**config.mk**
```make
export PLATFORM = sky130hd
export DESIGN_NAME = spaced_time_ordered_set_flat
export DESIGN_NICKNAME = d
export VERILOG_FILES = /design/src/stos_pkg.sv /design/src/stos_req_if.sv /design/src/stos_rsp_if.sv /design/src/stos_csr_if.sv /design/src/stos_mem.sv /design/src/stos_core.sv /design/src/spaced_time_ordered_set.sv /design/src/flat_wrapper.sv
export SDC_FILE = /design/constraint.sdc
export NUM_CORES = 1
export LEC_CHECK = 0
export BUFFER_PORTS_ARGS = -buffer_cell sky130_fd_sc_hd__buf_4
export CAP_MARGIN = 20
export CORE_UTILIZATION = 40
export CTS_CLUSTER_DIAMETER = 120
export DETAILED_ROUTE_END_ITERATION = 10
export SLEW_MARGIN = 40
export SYNTH_ARGS = -nofsm -noshare
export SYNTH_HDL_FRONTEND = slang
export SYNTH_SLANG_ARGS = --single-unit
export TNS_END_PERCENT = 50
```
**constraint.sdc**
```tcl
create_clock -name clock -period 5.26 [get_ports clock]
set_input_delay 0.526 -clock clock [delete_from_list [all_inputs] [get_ports clock]]
set_output_delay 0.526 -clock clock [all_outputs]
set_load 0.01 [all_outputs]
```
**src/stos_pkg.sv**
```systemverilog
// Shared constants and codes of the spaced time-ordered set.
`default_nettype none
package stos_pkg;

   localparam int CAPACITY_DEF = 32;

   localparam int ACTION_W = 4;
   localparam int HHMM_W   = 14;
   localparam int GAP_W    = 11;
   localparam int MIN_W    = 11;
   localparam int STATUS_W = 3;
   localparam int TOUT_W   = 12;
   localparam int RANK_W   = 6;

   // Actions
   localparam logic [ACTION_W-1:0] ACT_ADD    = 4'd0;
   localparam logic [ACTION_W-1:0] ACT_CANCEL = 4'd1;
   localparam logic [ACTION_W-1:0] ACT_LAND   = 4'd2;
   localparam logic [ACTION_W-1:0] ACT_MIN    = 4'd3;
   localparam logic [ACTION_W-1:0] ACT_MAX    = 4'd4;
   localparam logic [ACTION_W-1:0] ACT_NEXT   = 4'd5;
   localparam logic [ACTION_W-1:0] ACT_SEARCH = 4'd6;
   localparam logic [ACTION_W-1:0] ACT_RANK   = 4'd7;
   localparam logic [ACTION_W-1:0] ACT_LIST   = 4'd8;

   // Result status
   localparam logic [STATUS_W-1:0] ST_OK      = 3'd0;
   localparam logic [STATUS_W-1:0] ST_BAD_FMT = 3'd1;
   localparam logic [STATUS_W-1:0] ST_SPACING = 3'd2;
   localparam logic [STATUS_W-1:0] ST_NOTFND  = 3'd3;
   localparam logic [STATUS_W-1:0] ST_EMPTY   = 3'd4;
   localparam logic [STATUS_W-1:0] ST_FULL    = 3'd5;

   // Reciprocal constants for divide by 100 (14-bit key) and by 60 (minute)
   localparam logic [12:0] RECIP_100   = 13'd5243;
   localparam int          RECIP_100_SH = 19;
   localparam logic [10:0] RECIP_60    = 11'd1093;
   localparam int          RECIP_60_SH  = 16;

endpackage
`default_nettype wire

```
**src/stos_req_if.sv**
```systemverilog
// Command channel: action and HHMM time.
`default_nettype none
interface stos_req_if;
   logic                           valid;
   logic                           ready;
   logic [stos_pkg::ACTION_W-1:0]  action;
   logic [stos_pkg::HHMM_W-1:0]    time_hhmm;

   modport source (output valid, output action, output time_hhmm, input ready);
   modport sink   (input valid, input action, input time_hhmm, output ready);
endinterface
`default_nettype wire

```
**src/stos_rsp_if.sv**
```systemverilog
// Result channel: status, time, rank and last flag.
`default_nettype none
interface stos_rsp_if;
   logic                           valid;
   logic                           ready;
   logic [stos_pkg::STATUS_W-1:0]  status;
   logic [stos_pkg::TOUT_W-1:0]    time_out;
   logic [stos_pkg::RANK_W-1:0]    rank_count;
   logic                           last;

   modport source (output valid, output status, output time_out, output rank_count,
                   output last, input ready);
   modport sink   (input valid, input status, input time_out, input rank_count,
                   input last, output ready);
endinterface
`default_nettype wire

```
**src/stos_csr_if.sv**
```systemverilog
// Configuration write channel carrying the minimum gap.
`default_nettype none
interface stos_csr_if;
   logic                        valid;
   logic                        ready;
   logic [stos_pkg::GAP_W-1:0]  min_gap;

   modport source (output valid, output min_gap, input ready);
   modport sink   (input valid, input min_gap, output ready);
endinterface
`default_nettype wire

```
**src/stos_mem.sv**
```systemverilog
// Time store: one write port, one registered read port.
`default_nettype none
module stos_mem #(
   parameter int DEPTH = stos_pkg::CAPACITY_DEF,
   localparam int AW = $clog2(DEPTH)
) (
   input  wire logic                      clock,
   input  wire logic                      wr_en,
   input  wire logic [AW-1:0]             wr_addr,
   input  wire logic [stos_pkg::MIN_W-1:0] wr_data,
   input  wire logic [AW-1:0]             rd_addr,
   output logic      [stos_pkg::MIN_W-1:0] rd_data
);

   logic [stos_pkg::MIN_W-1:0] mem [DEPTH];

   // Write the entry
   always_ff @(posedge clock) begin
      if (wr_en) begin
         mem[wr_addr] <= wr_data;
      end
   end

   // Register the read word
   always_ff @(posedge clock) begin
      rd_data <= mem[rd_addr];
   end

endmodule
`default_nettype wire

```
**src/stos_core.sv**
```systemverilog
// Command sequencer: walks the store one entry per read and shifts entries.
`default_nettype none
module stos_core #(
   parameter int CAPACITY = stos_pkg::CAPACITY_DEF,
   localparam int AW = $clog2(CAPACITY),
   localparam int CW = $clog2(CAPACITY + 1)
) (
   input  wire logic                        clock,
   input  wire logic                        reset,
   input  wire logic [stos_pkg::GAP_W-1:0]  min_gap,
   stos_req_if.sink                         req_chan,
   stos_rsp_if.source                       rsp_chan,
   output logic                             wr_en,
   output logic [AW-1:0]                    wr_addr,
   output logic [stos_pkg::MIN_W-1:0]       wr_data,
   output logic [AW-1:0]                    rd_addr,
   input  wire logic [stos_pkg::MIN_W-1:0]  rd_data
);

   localparam logic [3:0] S_IDLE = 4'd0;
   localparam logic [3:0] S_DEC  = 4'd1;
   localparam logic [3:0] S_DEC2 = 4'd2;
   localparam logic [3:0] S_RD   = 4'd3;
   localparam logic [3:0] S_EV   = 4'd4;
   localparam logic [3:0] S_ACHK = 4'd5;
   localparam logic [3:0] S_SHR  = 4'd6;
   localparam logic [3:0] S_SHW  = 4'd7;
   localparam logic [3:0] S_INS  = 4'd8;
   localparam logic [3:0] S_SHL  = 4'd9;
   localparam logic [3:0] S_SLW  = 4'd10;
   localparam logic [3:0] S_CV1  = 4'd11;
   localparam logic [3:0] S_CV2  = 4'd12;
   localparam logic [3:0] S_OUT  = 4'd13;

   localparam logic [CW-1:0] CAP_C = CW'(CAPACITY);
   localparam logic [CW-1:0] ONE_C = CW'(1);

   logic [3:0]                     state_ff, state_in;
   logic [CW-1:0]                  count_ff, count_in;
   logic [stos_pkg::ACTION_W-1:0]  act_ff, act_in;
   logic [stos_pkg::HHMM_W-1:0]    key_ff, key_in;
   logic [7:0]                     hh_ff, hh_in;
   logic [stos_pkg::MIN_W-1:0]     m_ff, m_in;
   logic [CW-1:0]                  idx_ff, idx_in;
   logic [CW-1:0]                  j_ff, j_in;
   logic [stos_pkg::MIN_W-1:0]     prev_ff, prev_in;
   logic                           hprev_ff, hprev_in;
   logic [stos_pkg::MIN_W-1:0]     cur_ff, cur_in;
   logic                           end_ff, end_in;
   logic [4:0]                     hq_ff, hq_in;
   logic [stos_pkg::STATUS_W-1:0]  status_ff, status_in;
   logic [stos_pkg::TOUT_W-1:0]    tout_ff, tout_in;
   logic [stos_pkg::RANK_W-1:0]    rank_ff, rank_in;
   logic                           last_ff, last_in;

   logic [26:0]                    key_prod;
   logic [6:0]                     mm;
   logic [5:0]                     mm_clip;
   logic [21:0]                    cur_prod;
   logic [5:0]                     cur_rem;
   logic                           idx_last;
   logic [stos_pkg::TOUT_W-1:0]    key_echo;

   // Constant-reciprocal arithmetic
   assign key_prod = 27'(key_ff) * 27'(stos_pkg::RECIP_100);
   assign mm       = 7'(key_ff - 14'(hh_ff * 8'd100));
   assign mm_clip  = (mm < 7'd60) ? mm[5:0] : 6'd59;
   assign cur_prod = 22'(cur_ff) * 22'(stos_pkg::RECIP_60);
   assign cur_rem  = 6'(cur_ff - 11'(hq_ff * 5'd30 * 2'd2));
   assign idx_last = (idx_ff + ONE_C) == count_ff;
   assign key_echo = key_ff[stos_pkg::TOUT_W-1:0];

   // Read address follows the walk or the shift
   always_comb begin
      case (state_ff)
         S_SHR:   rd_addr = AW'(j_ff - ONE_C);
         S_SHL:   rd_addr = AW'(j_ff + ONE_C);
         default: rd_addr = AW'(idx_ff);
      endcase
   end

   assign req_chan.ready      = (state_ff == S_IDLE);
   assign rsp_chan.valid      = (state_ff == S_OUT);
   assign rsp_chan.status     = status_ff;
   assign rsp_chan.time_out   = tout_ff;
   assign rsp_chan.rank_count = rank_ff;
   assign rsp_chan.last       = last_ff;

   // Sequencer
   always_comb begin
      state_in  = state_ff;
      count_in  = count_ff;
      act_in    = act_ff;
      key_in    = key_ff;
      hh_in     = hh_ff;
      m_in      = m_ff;
      idx_in    = idx_ff;
      j_in      = j_ff;
      prev_in   = prev_ff;
      hprev_in  = hprev_ff;
      cur_in    = cur_ff;
      end_in    = end_ff;
      hq_in     = hq_ff;
      status_in = status_ff;
      tout_in   = tout_ff;
      rank_in   = rank_ff;
      last_in   = last_ff;
      wr_en     = 1'b0;
      wr_addr   = AW'(j_ff);
      wr_data   = rd_data;

      case (state_ff)
         S_IDLE: begin
            if (req_chan.valid) begin
               act_in   = req_chan.action;
               key_in   = req_chan.time_hhmm;
               state_in = S_DEC;
            end
         end
         S_DEC: begin
            hh_in    = key_prod[26:stos_pkg::RECIP_100_SH];
            state_in = S_DEC2;
         end
         S_DEC2: begin
            m_in     = 11'(hh_ff * 6'd60) + 11'(mm_clip);
            idx_in   = '0;
            hprev_in = 1'b0;
            end_in   = 1'b0;
            status_in = stos_pkg::ST_OK;
            tout_in   = '0;
            rank_in   = '0;
            last_in   = 1'b1;
            state_in  = S_RD;
            case (act_ff)
               stos_pkg::ACT_ADD: begin
                  if (!((hh_ff < 8'd24) && (mm < 7'd60))) begin
                     status_in = stos_pkg::ST_BAD_FMT;
                     state_in  = S_OUT;
                  end else if (count_ff == '0) begin
                     end_in   = 1'b1;
                     state_in = S_ACHK;
                  end
               end
               stos_pkg::ACT_CANCEL, stos_pkg::ACT_SEARCH, stos_pkg::ACT_RANK: begin
                  if (!((hh_ff < 8'd24) && (mm < 7'd60)) || count_ff == '0) begin
                     status_in = stos_pkg::ST_NOTFND;
                     state_in  = S_OUT;
                  end
               end
               stos_pkg::ACT_NEXT: begin
                  if (!(hh_ff < 8'd24) || count_ff == '0) begin
                     status_in = stos_pkg::ST_NOTFND;
                     state_in  = S_OUT;
                  end
               end
               stos_pkg::ACT_LAND, stos_pkg::ACT_MIN, stos_pkg::ACT_MAX,
               stos_pkg::ACT_LIST: begin
                  if (count_ff == '0) begin
                     status_in = stos_pkg::ST_EMPTY;
                     state_in  = S_OUT;
                  end else if (act_ff == stos_pkg::ACT_MAX) begin
                     idx_in = count_ff - ONE_C;
                  end
               end
               default: begin
                  status_in = stos_pkg::ST_BAD_FMT;
                  state_in  = S_OUT;
               end
            endcase
         end
         S_RD: begin
            state_in = S_EV;
         end
         S_EV: begin
            cur_in = rd_data;
            case (act_ff)
               stos_pkg::ACT_ADD: begin
                  if (rd_data < m_ff) begin
                     prev_in  = rd_data;
                     hprev_in = 1'b1;
                     idx_in   = idx_ff + ONE_C;
                     end_in   = idx_last;
                     state_in = idx_last ? S_ACHK : S_RD;
                  end else begin
                     state_in = S_ACHK;
                  end
               end
               stos_pkg::ACT_CANCEL, stos_pkg::ACT_SEARCH, stos_pkg::ACT_RANK: begin
                  if (rd_data == m_ff) begin
                     tout_in = key_echo;
                     if (act_ff == stos_pkg::ACT_RANK) begin
                        rank_in = stos_pkg::RANK_W'(idx_ff) + stos_pkg::RANK_W'(1);
                     end
                     if (act_ff == stos_pkg::ACT_CANCEL) begin
                        j_in     = idx_ff;
                        state_in = S_SHL;
                     end else begin
                        state_in = S_OUT;
                     end
                  end else if (idx_last) begin
                     status_in = stos_pkg::ST_NOTFND;
                     state_in  = S_OUT;
                  end else begin
                     idx_in   = idx_ff + ONE_C;
                     state_in = S_RD;
                  end
               end
               stos_pkg::ACT_NEXT: begin
                  if (rd_data > m_ff) begin
                     state_in = S_CV1;
                  end else if (idx_last) begin
                     status_in = stos_pkg::ST_NOTFND;
                     state_in  = S_OUT;
                  end else begin
                     idx_in   = idx_ff + ONE_C;
                     state_in = S_RD;
                  end
               end
               stos_pkg::ACT_LAND: begin
                  j_in     = '0;
                  state_in = S_SHL;
               end
               stos_pkg::ACT_LIST: begin
                  last_in  = idx_last;
                  state_in = S_CV1;
               end
               default: begin
                  state_in = S_CV1;
               end
            endcase
         end
         S_ACHK: begin
            state_in = S_OUT;
            if (hprev_ff && ((m_ff - prev_ff) < min_gap)) begin
               status_in = stos_pkg::ST_SPACING;
            end else if (!end_ff && ((cur_ff - m_ff) < min_gap)) begin
               status_in = stos_pkg::ST_SPACING;
            end else if (!end_ff && (cur_ff == m_ff)) begin
               tout_in = key_echo;
            end else if (count_ff >= CAP_C) begin
               status_in = stos_pkg::ST_FULL;
            end else if (count_ff == idx_ff) begin
               state_in = S_INS;
            end else begin
               j_in     = count_ff;
               state_in = S_SHR;
            end
         end
         S_SHR: begin
            state_in = S_SHW;
         end
         S_SHW: begin
            // Move one entry up
            wr_en    = 1'b1;
            j_in     = j_ff - ONE_C;
            state_in = ((j_ff - ONE_C) == idx_ff) ? S_INS : S_SHR;
         end
         S_INS: begin
            wr_en    = 1'b1;
            wr_addr  = AW'(idx_ff);
            wr_data  = m_ff;
            count_in = count_ff + ONE_C;
            tout_in  = key_echo;
            state_in = S_OUT;
         end
         S_SHL: begin
            if ((j_ff + ONE_C) < count_ff) begin
               state_in = S_SLW;
            end else begin
               count_in = count_ff - ONE_C;
               state_in = (act_ff == stos_pkg::ACT_LAND) ? S_CV1 : S_OUT;
            end
         end
         S_SLW: begin
            // Move one entry down
            wr_en    = 1'b1;
            j_in     = j_ff + ONE_C;
            state_in = S_SHL;
         end
         S_CV1: begin
            hq_in    = cur_prod[20:stos_pkg::RECIP_60_SH];
            state_in = S_CV2;
         end
         S_CV2: begin
            tout_in  = 12'(hq_ff * 7'd100) + 12'(cur_rem);
            state_in = S_OUT;
         end
         S_OUT: begin
            if (rsp_chan.ready) begin
               if (act_ff == stos_pkg::ACT_LIST && !last_ff && status_ff == stos_pkg::ST_OK) begin
                  idx_in   = idx_ff + ONE_C;
                  state_in = S_RD;
               end else begin
                  state_in = S_IDLE;
               end
            end
         end
         default: begin
            state_in = S_IDLE;
         end
      endcase
   end

   // Control state
   always_ff @(posedge clock) begin
      if (reset) begin
         state_ff <= S_IDLE;
         count_ff <= '0;
      end else begin
         state_ff <= state_in;
         count_ff <= count_in;
      end
   end

   // Working registers
   always_ff @(posedge clock) begin
      act_ff    <= act_in;
      key_ff    <= key_in;
      hh_ff     <= hh_in;
      m_ff      <= m_in;
      idx_ff    <= idx_in;
      j_ff      <= j_in;
      prev_ff   <= prev_in;
      hprev_ff  <= hprev_in;
      cur_ff    <= cur_in;
      end_ff    <= end_in;
      hq_ff     <= hq_in;
      status_ff <= status_in;
      tout_ff   <= tout_in;
      rank_ff   <= rank_in;
      last_ff   <= last_in;
   end

endmodule
`default_nettype wire

```
**src/spaced_time_ordered_set.sv**
```systemverilog
// Commands run one at a time: the next is taken only after the last result word
// of the current one has been taken on rsp_chan.ready. List gives one word per
// stored time, each built in S_RD, S_EV, S_CV1 and S_CV2 and held in S_OUT until
// rsp_chan.ready. The walk and the shifts spend a read state and an evaluate or
// write state on each entry.
// Reset: synchronous, clears the entry count and the min gap; table stays as is.
`default_nettype none
module spaced_time_ordered_set #(
   parameter int CAPACITY = stos_pkg::CAPACITY_DEF
) (
   input wire logic     clock,
   input wire logic     reset,
   stos_csr_if.sink     csr_chan,
   stos_req_if.sink     req_chan,
   stos_rsp_if.source   rsp_chan
);

   localparam int AW = $clog2(CAPACITY);

   logic [stos_pkg::GAP_W-1:0] gap_ff;
   logic                        wr_en;
   logic [AW-1:0]               wr_addr;
   logic [stos_pkg::MIN_W-1:0]  wr_data;
   logic [AW-1:0]               rd_addr;
   logic [stos_pkg::MIN_W-1:0]  rd_data;

   // Hold the gap register
   assign csr_chan.ready = 1'b1;
   always_ff @(posedge clock) begin
      if (reset) begin
         gap_ff <= '0;
      end else if (csr_chan.valid) begin
         gap_ff <= csr_chan.min_gap;
      end
   end

   stos_core #(.CAPACITY(CAPACITY)) u_core (
      .clock    (clock),
      .reset    (reset),
      .min_gap  (gap_ff),
      .req_chan (req_chan),
      .rsp_chan (rsp_chan),
      .wr_en    (wr_en),
      .wr_addr  (wr_addr),
      .wr_data  (wr_data),
      .rd_addr  (rd_addr),
      .rd_data  (rd_data)
   );

   stos_mem #(.DEPTH(CAPACITY)) u_mem (
      .clock   (clock),
      .wr_en   (wr_en),
      .wr_addr (wr_addr),
      .wr_data (wr_data),
      .rd_addr (rd_addr),
      .rd_data (rd_data)
   );

endmodule
`default_nettype wire

```
**src/flat_wrapper.sv**
```systemverilog
// flat-port wrapper written by rule: the top's interface ports become plain ports
module spaced_time_ordered_set_flat 
#(
   parameter int CAPACITY = stos_pkg::CAPACITY_DEF
)
  (clock, reset, csr_chan_valid, csr_chan_min_gap, csr_chan_ready, req_chan_valid, req_chan_action, req_chan_time_hhmm, req_chan_ready, rsp_chan_valid, rsp_chan_status, rsp_chan_time_out, rsp_chan_rank_count, rsp_chan_last, rsp_chan_ready);
  stos_csr_if csr_chan_i ();
  stos_req_if req_chan_i ();
  stos_rsp_if rsp_chan_i ();
  input wire logic clock;
  input wire logic reset;
  input wire logic [$bits(csr_chan_i.valid)-1:0] csr_chan_valid;
  input wire logic [$bits(csr_chan_i.min_gap)-1:0] csr_chan_min_gap;
  output wire logic [$bits(csr_chan_i.ready)-1:0] csr_chan_ready;
  input wire logic [$bits(req_chan_i.valid)-1:0] req_chan_valid;
  input wire logic [$bits(req_chan_i.action)-1:0] req_chan_action;
  input wire logic [$bits(req_chan_i.time_hhmm)-1:0] req_chan_time_hhmm;
  output wire logic [$bits(req_chan_i.ready)-1:0] req_chan_ready;
  output wire logic [$bits(rsp_chan_i.valid)-1:0] rsp_chan_valid;
  output wire logic [$bits(rsp_chan_i.status)-1:0] rsp_chan_status;
  output wire logic [$bits(rsp_chan_i.time_out)-1:0] rsp_chan_time_out;
  output wire logic [$bits(rsp_chan_i.rank_count)-1:0] rsp_chan_rank_count;
  output wire logic [$bits(rsp_chan_i.last)-1:0] rsp_chan_last;
  input wire logic [$bits(rsp_chan_i.ready)-1:0] rsp_chan_ready;
  assign csr_chan_i.valid = csr_chan_valid;
  assign csr_chan_i.min_gap = csr_chan_min_gap;
  assign csr_chan_ready = csr_chan_i.ready;
  assign req_chan_i.valid = req_chan_valid;
  assign req_chan_i.action = req_chan_action;
  assign req_chan_i.time_hhmm = req_chan_time_hhmm;
  assign req_chan_ready = req_chan_i.ready;
  assign rsp_chan_valid = rsp_chan_i.valid;
  assign rsp_chan_status = rsp_chan_i.status;
  assign rsp_chan_time_out = rsp_chan_i.time_out;
  assign rsp_chan_rank_count = rsp_chan_i.rank_count;
  assign rsp_chan_last = rsp_chan_i.last;
  assign rsp_chan_i.ready = rsp_chan_ready;
  spaced_time_ordered_set #(.CAPACITY(CAPACITY)) u_core (.clock(clock), .reset(reset), .csr_chan(csr_chan_i), .req_chan(req_chan_i), .rsp_chan(rsp_chan_i));
endmodule
```
# Yosys cells after proc, flatten, opt, wreduce, memory -nomap -nowiden
# Memory sizes are Yosys's and may differ from the RTL's. A register that Yosys moved wholly into a read port is not among the register bits.
# Cells that the tools add are included.
# Widths: inputs -> output; s select.
[word_totals]
register_bits = 121
ramBits = 352
elab_cells = 222
output_inout_bits = 25
inputBits = 34
n_memories = 1
[op_classes]
n_addsub = 11
mul = 6
reduce_logical = 37
order_cmp = 8
eq_ne = 52
n_mux = 89
[memory_table]
columns = ["memory", "depth", "word_bits", "rd", "rd_clocked_by_memory_dff", "wr", "line_no", "rtl"]
rows = [
  ["u_core.u_mem.mem", 32, 11, 1, 1, 1, "stos_mem.sv:15", "logic [stos_pkg::MIN_W-1:0] mem [DEPTH];"],
]
[ops]
columns = ["op", "count"]
rows = [
  ["$mux 6", 21],
  ["$mux 12", 5],
  ["$mux 4", 15],
  ["$pmux 12 s5", 1],
  ["$pmux 4 s13", 1],
  ["$mux 3", 14],
  ["$pmux 6 s2", 3],
  ["$pmux 6 s3", 2],
  ["$lt 11x11->1", 3],
  ["$eq 4x3->1 const B", 8],
  ["$pmux 4 s4", 2],
  ["$eq 4x4->1 const B", 7],
  ["$mul 14x13->27 const B", 1],
  ["$ne 2x2->1 const B", 12],
  ["$pmux 6 s4", 1],
  ["$eq 11x11->1", 2],
  ["$sub 11x11->11", 2],
  ["$mul 11x11->21 const B", 1],
  ["$add 6x1->6 const B", 3],
  ["$eq 6x6->1", 3],
  ["$eq 4x2->1 const B", 4],
  ["$ne 3x3->1 const B", 5],
  ["$add 12x6->12", 1],
  ["$mux 1", 12],
  ["other kinds (45)", 74],
]

# Logic depth before layout (Yosys ltp)
# Gate-level depths: netlist of run 1.
[depth]
depth_word = 9
ltp_mapped = 19
ltp_nobuf = 19

# By module
# From an unflattened synthesis of run 1, not the netlist that was laid out.
[hier_totals]
hier_cells = 2233
hier_area_um2 = 27993.1
[modules_own_cells]
columns = ["mod", "cells_each", "seq_area_each_um2", "n_inst", "area_per_inst_um2"]
rows = [
  ["stos_mem", 801, 10790.3, 1, 14192.4],
  ["stos_core", 1395, 3203.1, 1, 13402.9],
  ["spaced_time_ordered_set", 37, 220.2, 1, 397.9],
]

# Worst setup path before layout of run 1
# No wires, ideal clock.
[synth_timing]
path_kind = "flip-flop to flip-flop"
from = "reg u_core.u_core.key_ff[10] in the netlist's numbering"
to = "reg u_core.u_core.hh_ff[2], data pin"
setup_time_ns = 0.262
path_slack_ns = 0.621
arrival_ns = 4.377
period_less_slack_ns = 4.639
required_ns = 4.998
path_stages_with_launch = 18
path_buffers = 0
path_cell_list = "edfxtp_1 ha_1 inv_1 fa_1 inv_1 fa_1 fa_1 inv_1 fa_1 inv_1 ha_1 o21a_1 o21ai_0 o21ai_0 o21bai_1 a211oi_1 o21bai_1 xor2_1"
[synth_via]
elab_chain_cells = 1
[synth_rtl]
columns = ["element", "line_no", "rtl"]
rows = [
  ["start: declaration", "stos_core.sv:41", "logic [stos_pkg::HHMM_W-1:0] key_ff, key_in;"],
  ["start signal: assignment", "stos_core.sv:318", "key_ff <= key_in;"],
  ["$mul 14x13->27", "stos_core.sv:65", "assign key_prod = 27'(key_ff) * 27'(stos_pkg::RECIP_100);"],
  ["named net u_core.u_core.key_prod[21]", "stos_core.sv:56", "logic [26:0] key_prod;"],
  ["end signal: assignment", "stos_core.sv:319", "hh_ff <= hh_in;"],
  ["end: declaration", "stos_core.sv:42", "logic [7:0] hh_ff, hh_in;"],
]
# The timed path passes the listed nets, and every way through them passes these cells.
# A chain may end at the register's enable or synchronous reset.

# Worst setup path in the final report of run 1
[layout_timing]
from = "reg u_core.u_core.key_ff[6] in the netlist's numbering"
to = "reg u_core.u_core.hh_ff[7], data pin"
# The elaborated chain is that of the path after synthesis.

==> results.cfg, run 1 <==
[critical_path]
path_buf_inv = 5
crit_start = u_core.u_core.key_ff[6]
cpLargestDelayFamily = adder cells
worstPathMaxFanout = 6
path_class = reg -> reg
startpoint_type = register
end_kind = register
required_ps = 5600
cp_slowest_stage_delay_ps = 560
cp_slowest_cell = edfxtp_1
rr_startpoint = u_core.u_core.key_ff[6]
cp_cell_sequence = inv_1 > fa_1 > inv_1 > ha_1 > fa_1 > fa_1 > inv_1 > fa_1 > inv_1 > ha_1 > a21o_1 > a21oi_1 > o21ai_0 > nor4_1 > buf_4 > o31ai_1 > a31oi_1 > xnor2_1
cp.arrival_ps = 5340

[clocking]
cts_hold_buffers = 0
cts_max_path_buffers = 3
cts_made_buffers = 53
htree_levels = 2
postCtsSetupRepairBufs = 0
clk_pin_slew_ps = 60
clock_latency_ps = 630
tritoncts = built
cts_sinks = 484
cts_root_buf = clkbuf_16

[drt]
drcViolationCount = 0
post_drt_via_cell_ratio = 5.593
wirelength_um = 73720
drtPass1Iterations = 6
wl_per_cell_um = 21.09
initialDrtViolationCount = 1572
final_antenna_net_count = 0
vias = 19554

[finish]
finish.utilization_pct = 45.59
area_growth_pct = 12.57
num-nets-final = 2889
fillerInstances = 6470
n_antenna_cell = 0
drive_gt1_share_pct = 10.21

[yosys]
yosys-top-cells-count = edfxtp_1 (452), ha_1 (256), inv_1 (252)
syn_nets = 2830
yosysMostFrequentCell = edfxtp_1
synth_cells = 2454
ys_seq_area_share_pct = 50.03
yosys_most_used_dff = edfxtp_1
synth.largest_area_cell = edfxtp_1
synth_area_um2 = 28410
ys_types = 77
avgSynthCellArea_um2 = 11.58
synth_async_sr_flop_share_pct = 0
synth_edf_count = 452
yosys-top-cells-area = edfxtp_1 (48%), ha_1 (11%), fa_1 (6.1%)
yosys.area.top_type_share_pct = 47.78
ys_ff_latch = 484
yosys_warnings = 0

[worst_hold_path]
hp-start = req_chan_action[3]
hold_class = in -> reg

[global_routing]
antenna_found_initial = 0
grt_max_degree = 85
first_global_vias = 19668
grt_pass1_wl_um = 115200
grt_overflow = 0
grt_usage_pct = 20.69

[sta]
setup_viol = 0
min_period_over_period_pct = 95.08
tightest_slew_ps = 855.1
max_freq_mhz = 199.9
rsz0062_at_grt = no
hold_viol = 0
maxSlewViolCount = 0
slew_headroom_pct = 42.78
min_period_ps = 5001
fin_tns_setup_ps = 0
fin_skew_ps = 49.57

[placement]
dp_hpwl_um = 51460
place_congestion = 0.8910
port_buffers = 57

[die]
die_y_um = 268.5
core-area_um2 = 70150
die_w_um = 268.5
placementRows = 97
start_util_pct = 40.50
ios = 59
dieArea_um2 = 72090

[flow_run]
drv_cap = 0

[outcome]
status = finished, final reports clean
==> worst reg2reg max path, stage by stage, from the launching register on <==
cell and delay, ps:
edfxtp_1 560, inv_1 190, fa_1 530, inv_1 40
ha_1 210, fa_1 500, fa_1 490, inv_1 50
fa_1 540, inv_1 50, ha_1 340, a21o_1 190
a21oi_1 150, o21ai_0 130, nor4_1 220, buf_4 190
o31ai_1 90, a31oi_1 200, xnor2_1 90
==> final cells by class <==
cell class / count / area [um2] / share of cell area, %
well taps: 940 / 1176 / 3.678
multi-input cells: 1600 / 12930 / 40.45
clock buffers: 70 / 1430 / 4.472
flip-flops and latches: 484 / 14220 / 44.46
repair buffers: 121 / 945.9 / 2.958
clock inverters: 28 / 326.6 / 1.021
inverters: 253 / 949.7 / 2.970
==> stage by stage <==
stage               setup slack (ps)  cell area, um2  instances  hold slack, ps
floorplan                      620.6           28410       2454           425.6
global placement               294.1           30140       3398           479.7
detailed placement             209.8           30210       3398           484.3
CTS                            206.2           31970       3496           43.72
global route                   17.35           31980       3496           48.00
finish                         258.5           31980       3496           70.86
==> logic make-up (layout without fill, tap and decap cells) <==
kind of cell	after synthesis	in the layout	synth area share [%]
flip-flops	484	484	50.03
XOR/XNOR	103	103	3.224
AND/OR/NAND/NOR	666	666	11.46
other	1	1	0.01320
AO/OA/AOI/OAI	448	448	11.45
adder cells (fa/ha/maj)	342	342	17.34
buffers and inverters	370	472	5.065
multiplexers	40	40	1.418
==> layout by cell type (no fill, tap or decap), types with 30 or more instances in the layout <==
| cell | synthesis | routed |
|---|---|---|
| mux2i_1 | 38 | 38 |
| a21oi_1 | 62 | 61 |
| o211ai_1 | 30 | 30 |
| ha_1 | 256 | 256 |
| nand3_1 | 118 | 117 |
| fa_1 | 86 | 86 |
| dfxtp_1 | 32 | 30 |
| o21ai_0 | 50 | 38 |
| nand2_1 | 245 | 245 |
| nor2_1 | 116 | 89 |
| and4_1 | 48 | 48 |
| xor2_1 | 34 | 34 |
| edfxtp_1 | 452 | 452 |
| xnor2_1 | 68 | 68 |
| a211oi_1 | 61 | 60 |
| buf_4 | 4 | 118 |
| inv_1 | 252 | 251 |
| a311oi_1 | 45 | 45 |
| clkbuf_16 | 0 | 53 |
==> timing repair <==
action                                  4_1_cts  5_1_grt
hold endpoints to repair                      0        0
endpoints found under the setup margin        0       16
gates resized for setup                       0        3
==> flip-flops by register name (all words and copies together), names as in the netlist <==
name                               count
u_core.u_mem.mem                     352
u_core.u_core.key_ff                  14
u_core.u_core.rsp_chan.time_out       12
u_core.gap_ff                         11
u_core.u_core.cur_ff                  11
u_core.u_core.m_ff                    11
u_core.u_core.prev_ff                 11
u_core.u_mem.rd_data                  11
u_core.u_core.hh_ff                    8
u_core.u_core.count_ff                 6
u_core.u_core.idx_ff                   6
u_core.u_core.j_ff                     6
u_core.u_core.rsp_chan.rank_count      6
u_core.u_core.hq_ff                    5
u_core.u_core.act_ff                   4
u_core.u_core.state_ff                 4
u_core.u_core.rsp_chan.status          3
u_core.u_core.end_ff                   1
u_core.u_core.hprev_ff                 1
u_core.u_core.rsp_chan.last            1
==> per-layer routing <==
metal	track usage [%]	wire (um)	vias up
met2	34.35	35070	561
met3	2.420	3714	112
met1	28.22	33020	9744
li1	-	-	9137
met5	0	0	-
met4	6.557	1917	0
==> final timing paths <==
check | to | slack [ps] | cells past startpoint
worst max-delay path | u_core.u_core.hh_ff[7] | 260 | 18
worst min-delay path | u_core.u_core.act_ff[3] | 70 | 1
worst max register to register | u_core.u_core.hh_ff[7] | 260 | 18
worst min register to register | u_core.gap_ff[10] | 490 | 2
Power of run 1 is left out: the tool's default activity adds up to more than one toggle a clock period on the data nets, which glitch-free logic cannot reach.
==> run 2, diff against run 1 <==
- CORE_ASPECT_RATIO: unset -> 0.75
==> results.cfg, run 2 (same netlist as run 1, synthesis figures left out) <==
[outcome]
status = finished, final reports clean

[global_routing]
grt_usage_pct = 21.24
first_global_vias = 19269
grt_pass1_wl_um = 116600
grt_overflow = 0
grt_max_degree = 85
antenna_found_initial = 1

[sta]
slew_headroom_pct = 44.35
timing.final.ws_setup_ps = 183.4
maxSlewViolCount = 0
tightest_slew_ps = 834.8
fin_tns_setup_ps = 0
setup_viol = 0
hold_viol = 0
max_freq_mhz = 197.0
min_period_over_period_pct = 96.51
min_period_ps = 5077
fin_skew_ps = 66.26

[finish]
n_antenna_cell = 0
finish.utilization_pct = 45.60
drive_gt1_share_pct = 10.33
final_common_cell = edfxtp_1
regMostFlops = u_core.u_mem.mem
final_cell_mix = edfxtp_1 (452), ha_1 (256), inv_1 (251)
largest_reg_flops = 352
fillerInstances = 6473
num-nets-final = 2891
fin_area_um2 = 32010
area_growth_pct = 12.69

[die]
ios = 59
core-area_um2 = 70210
start_util_pct = 40.46
placementRows = 84
die_w_um = 309.7
dieArea_um2 = 72100
die_y_um = 232.8

[flow_run]
drv_cap = 0

[placement]
dp_hpwl_um = 53170
placed_area_um2 = 30280
preCtsSetupSlack_ps = 199.1
place_congestion = 0.9209
port_buffers = 57

[clocking]
tritoncts = built
clock_latency_ps = 640
clk_pin_slew_ps = 60
cts_made_buffers = 50
cts_max_path_buffers = 3
cts_root_buf = clkbuf_16
cts_sinks = 484
htree_levels = 2
cts_hold_buffers = 0

[critical_path]
crit_start = u_core.u_core.key_ff[12]
end_kind = register
required_ps = 5590
startpoint_type = register
reg2reg_slack_ps = 180
rr_endpoint = u_core.u_core.hh_ff[2]
cp.arrival_ps = 5400
worstSetupEndpoint = u_core.u_core.hh_ff[2]
rr_startpoint = u_core.u_core.key_ff[12]
r2r_cells = 17
worstPathMaxFanout = 7
path_class = reg -> reg

[drt]
drcViolationCount = 0
drtPass1Iterations = 7
initialDrtViolationCount = 1903
post_drt_via_cell_ratio = 5.674
vias = 19870
final_antenna_net_count = 0
wl_per_cell_um = 21.74
wirelength_um = 76120

[worst_hold_path]
hold_class = in -> reg
holdPathStages = 1
-- run 2: changes by cell type in the layout (fill, tap and decap cells not counted), sizes merged --
cell	delta
clkinv	+2
clkbuf	-8
bufinv	+1
buf	+5
-- run 2: layout make-up --
class | count | area (um2) | area share (%)
sequential | 484 | 14210 | 44.40
timing repair buffer | 126 | 1021 | 3.189
clock inverter | 31 | 371.6 | 1.161
multi-input combinational | 1600 | 12960 | 40.48
tap | 946 | 1184 | 3.697
inverter | 253 | 949.7 | 2.966
clock buffer | 62 | 1316 | 4.111
-- run 2: timing repair --
action                                  in CTS  in global routing
endpoints found under the setup margin       0                  2
gates resized for setup                      0                  3
setup buffers                                0                  5
-- run 2: stage by stage --
stage,std cells,hold WS (ps)
2_1_floorplan,2454,425.6
3_3_place_gp,3402,484.7
3_5_place_dp,3404,485.2
4_1_cts,3497,32.65
5_1_grt,3502,42.98
6_report,3502,60.65
-- run 2: worst min-delay path by stage --
stage	start	to	slack [ps]
floorplan	u_core.u_mem.rd_data[0]	u_core.u_core.cur_ff[0]	430
global placement	u_core.gap_ff[1]	u_core.gap_ff[1]	480
detailed placement	u_core.u_mem.rd_data[5]	u_core.u_core.cur_ff[5]	490
CTS	req_chan_action[3]	u_core.u_core.act_ff[3]	30
global route	req_chan_action[3]	u_core.u_core.act_ff[3]	40
finish	req_chan_action[3]	u_core.u_core.act_ff[3]	60
-- run 2: critical path: stages (launching register included) --
cell and delay [ps]:
edfxtp_1 510, ha_1 360, inv_1 60, fa_1 510, inv_1 60, fa_1 470, fa_1 490, inv_1 50
fa_1 520, inv_1 40, ha_1 340, o21a_1 220, o21ai_0 150, o21ai_0 110, o21bai_1 250, a211oi_1 370
o21bai_1 140, xor2_1 150
-- run 2: per-layer routing --
metal  GRT usage, %  share of wire, %  up-vias
li1               -                 -     9141
met1          32.21                48     9903
met2          31.51                43      729
met3          3.507               7.5       95
met4          4.780               1.9        2
met5              0             0.017        -
Power of run 2 is left out for the same reason.
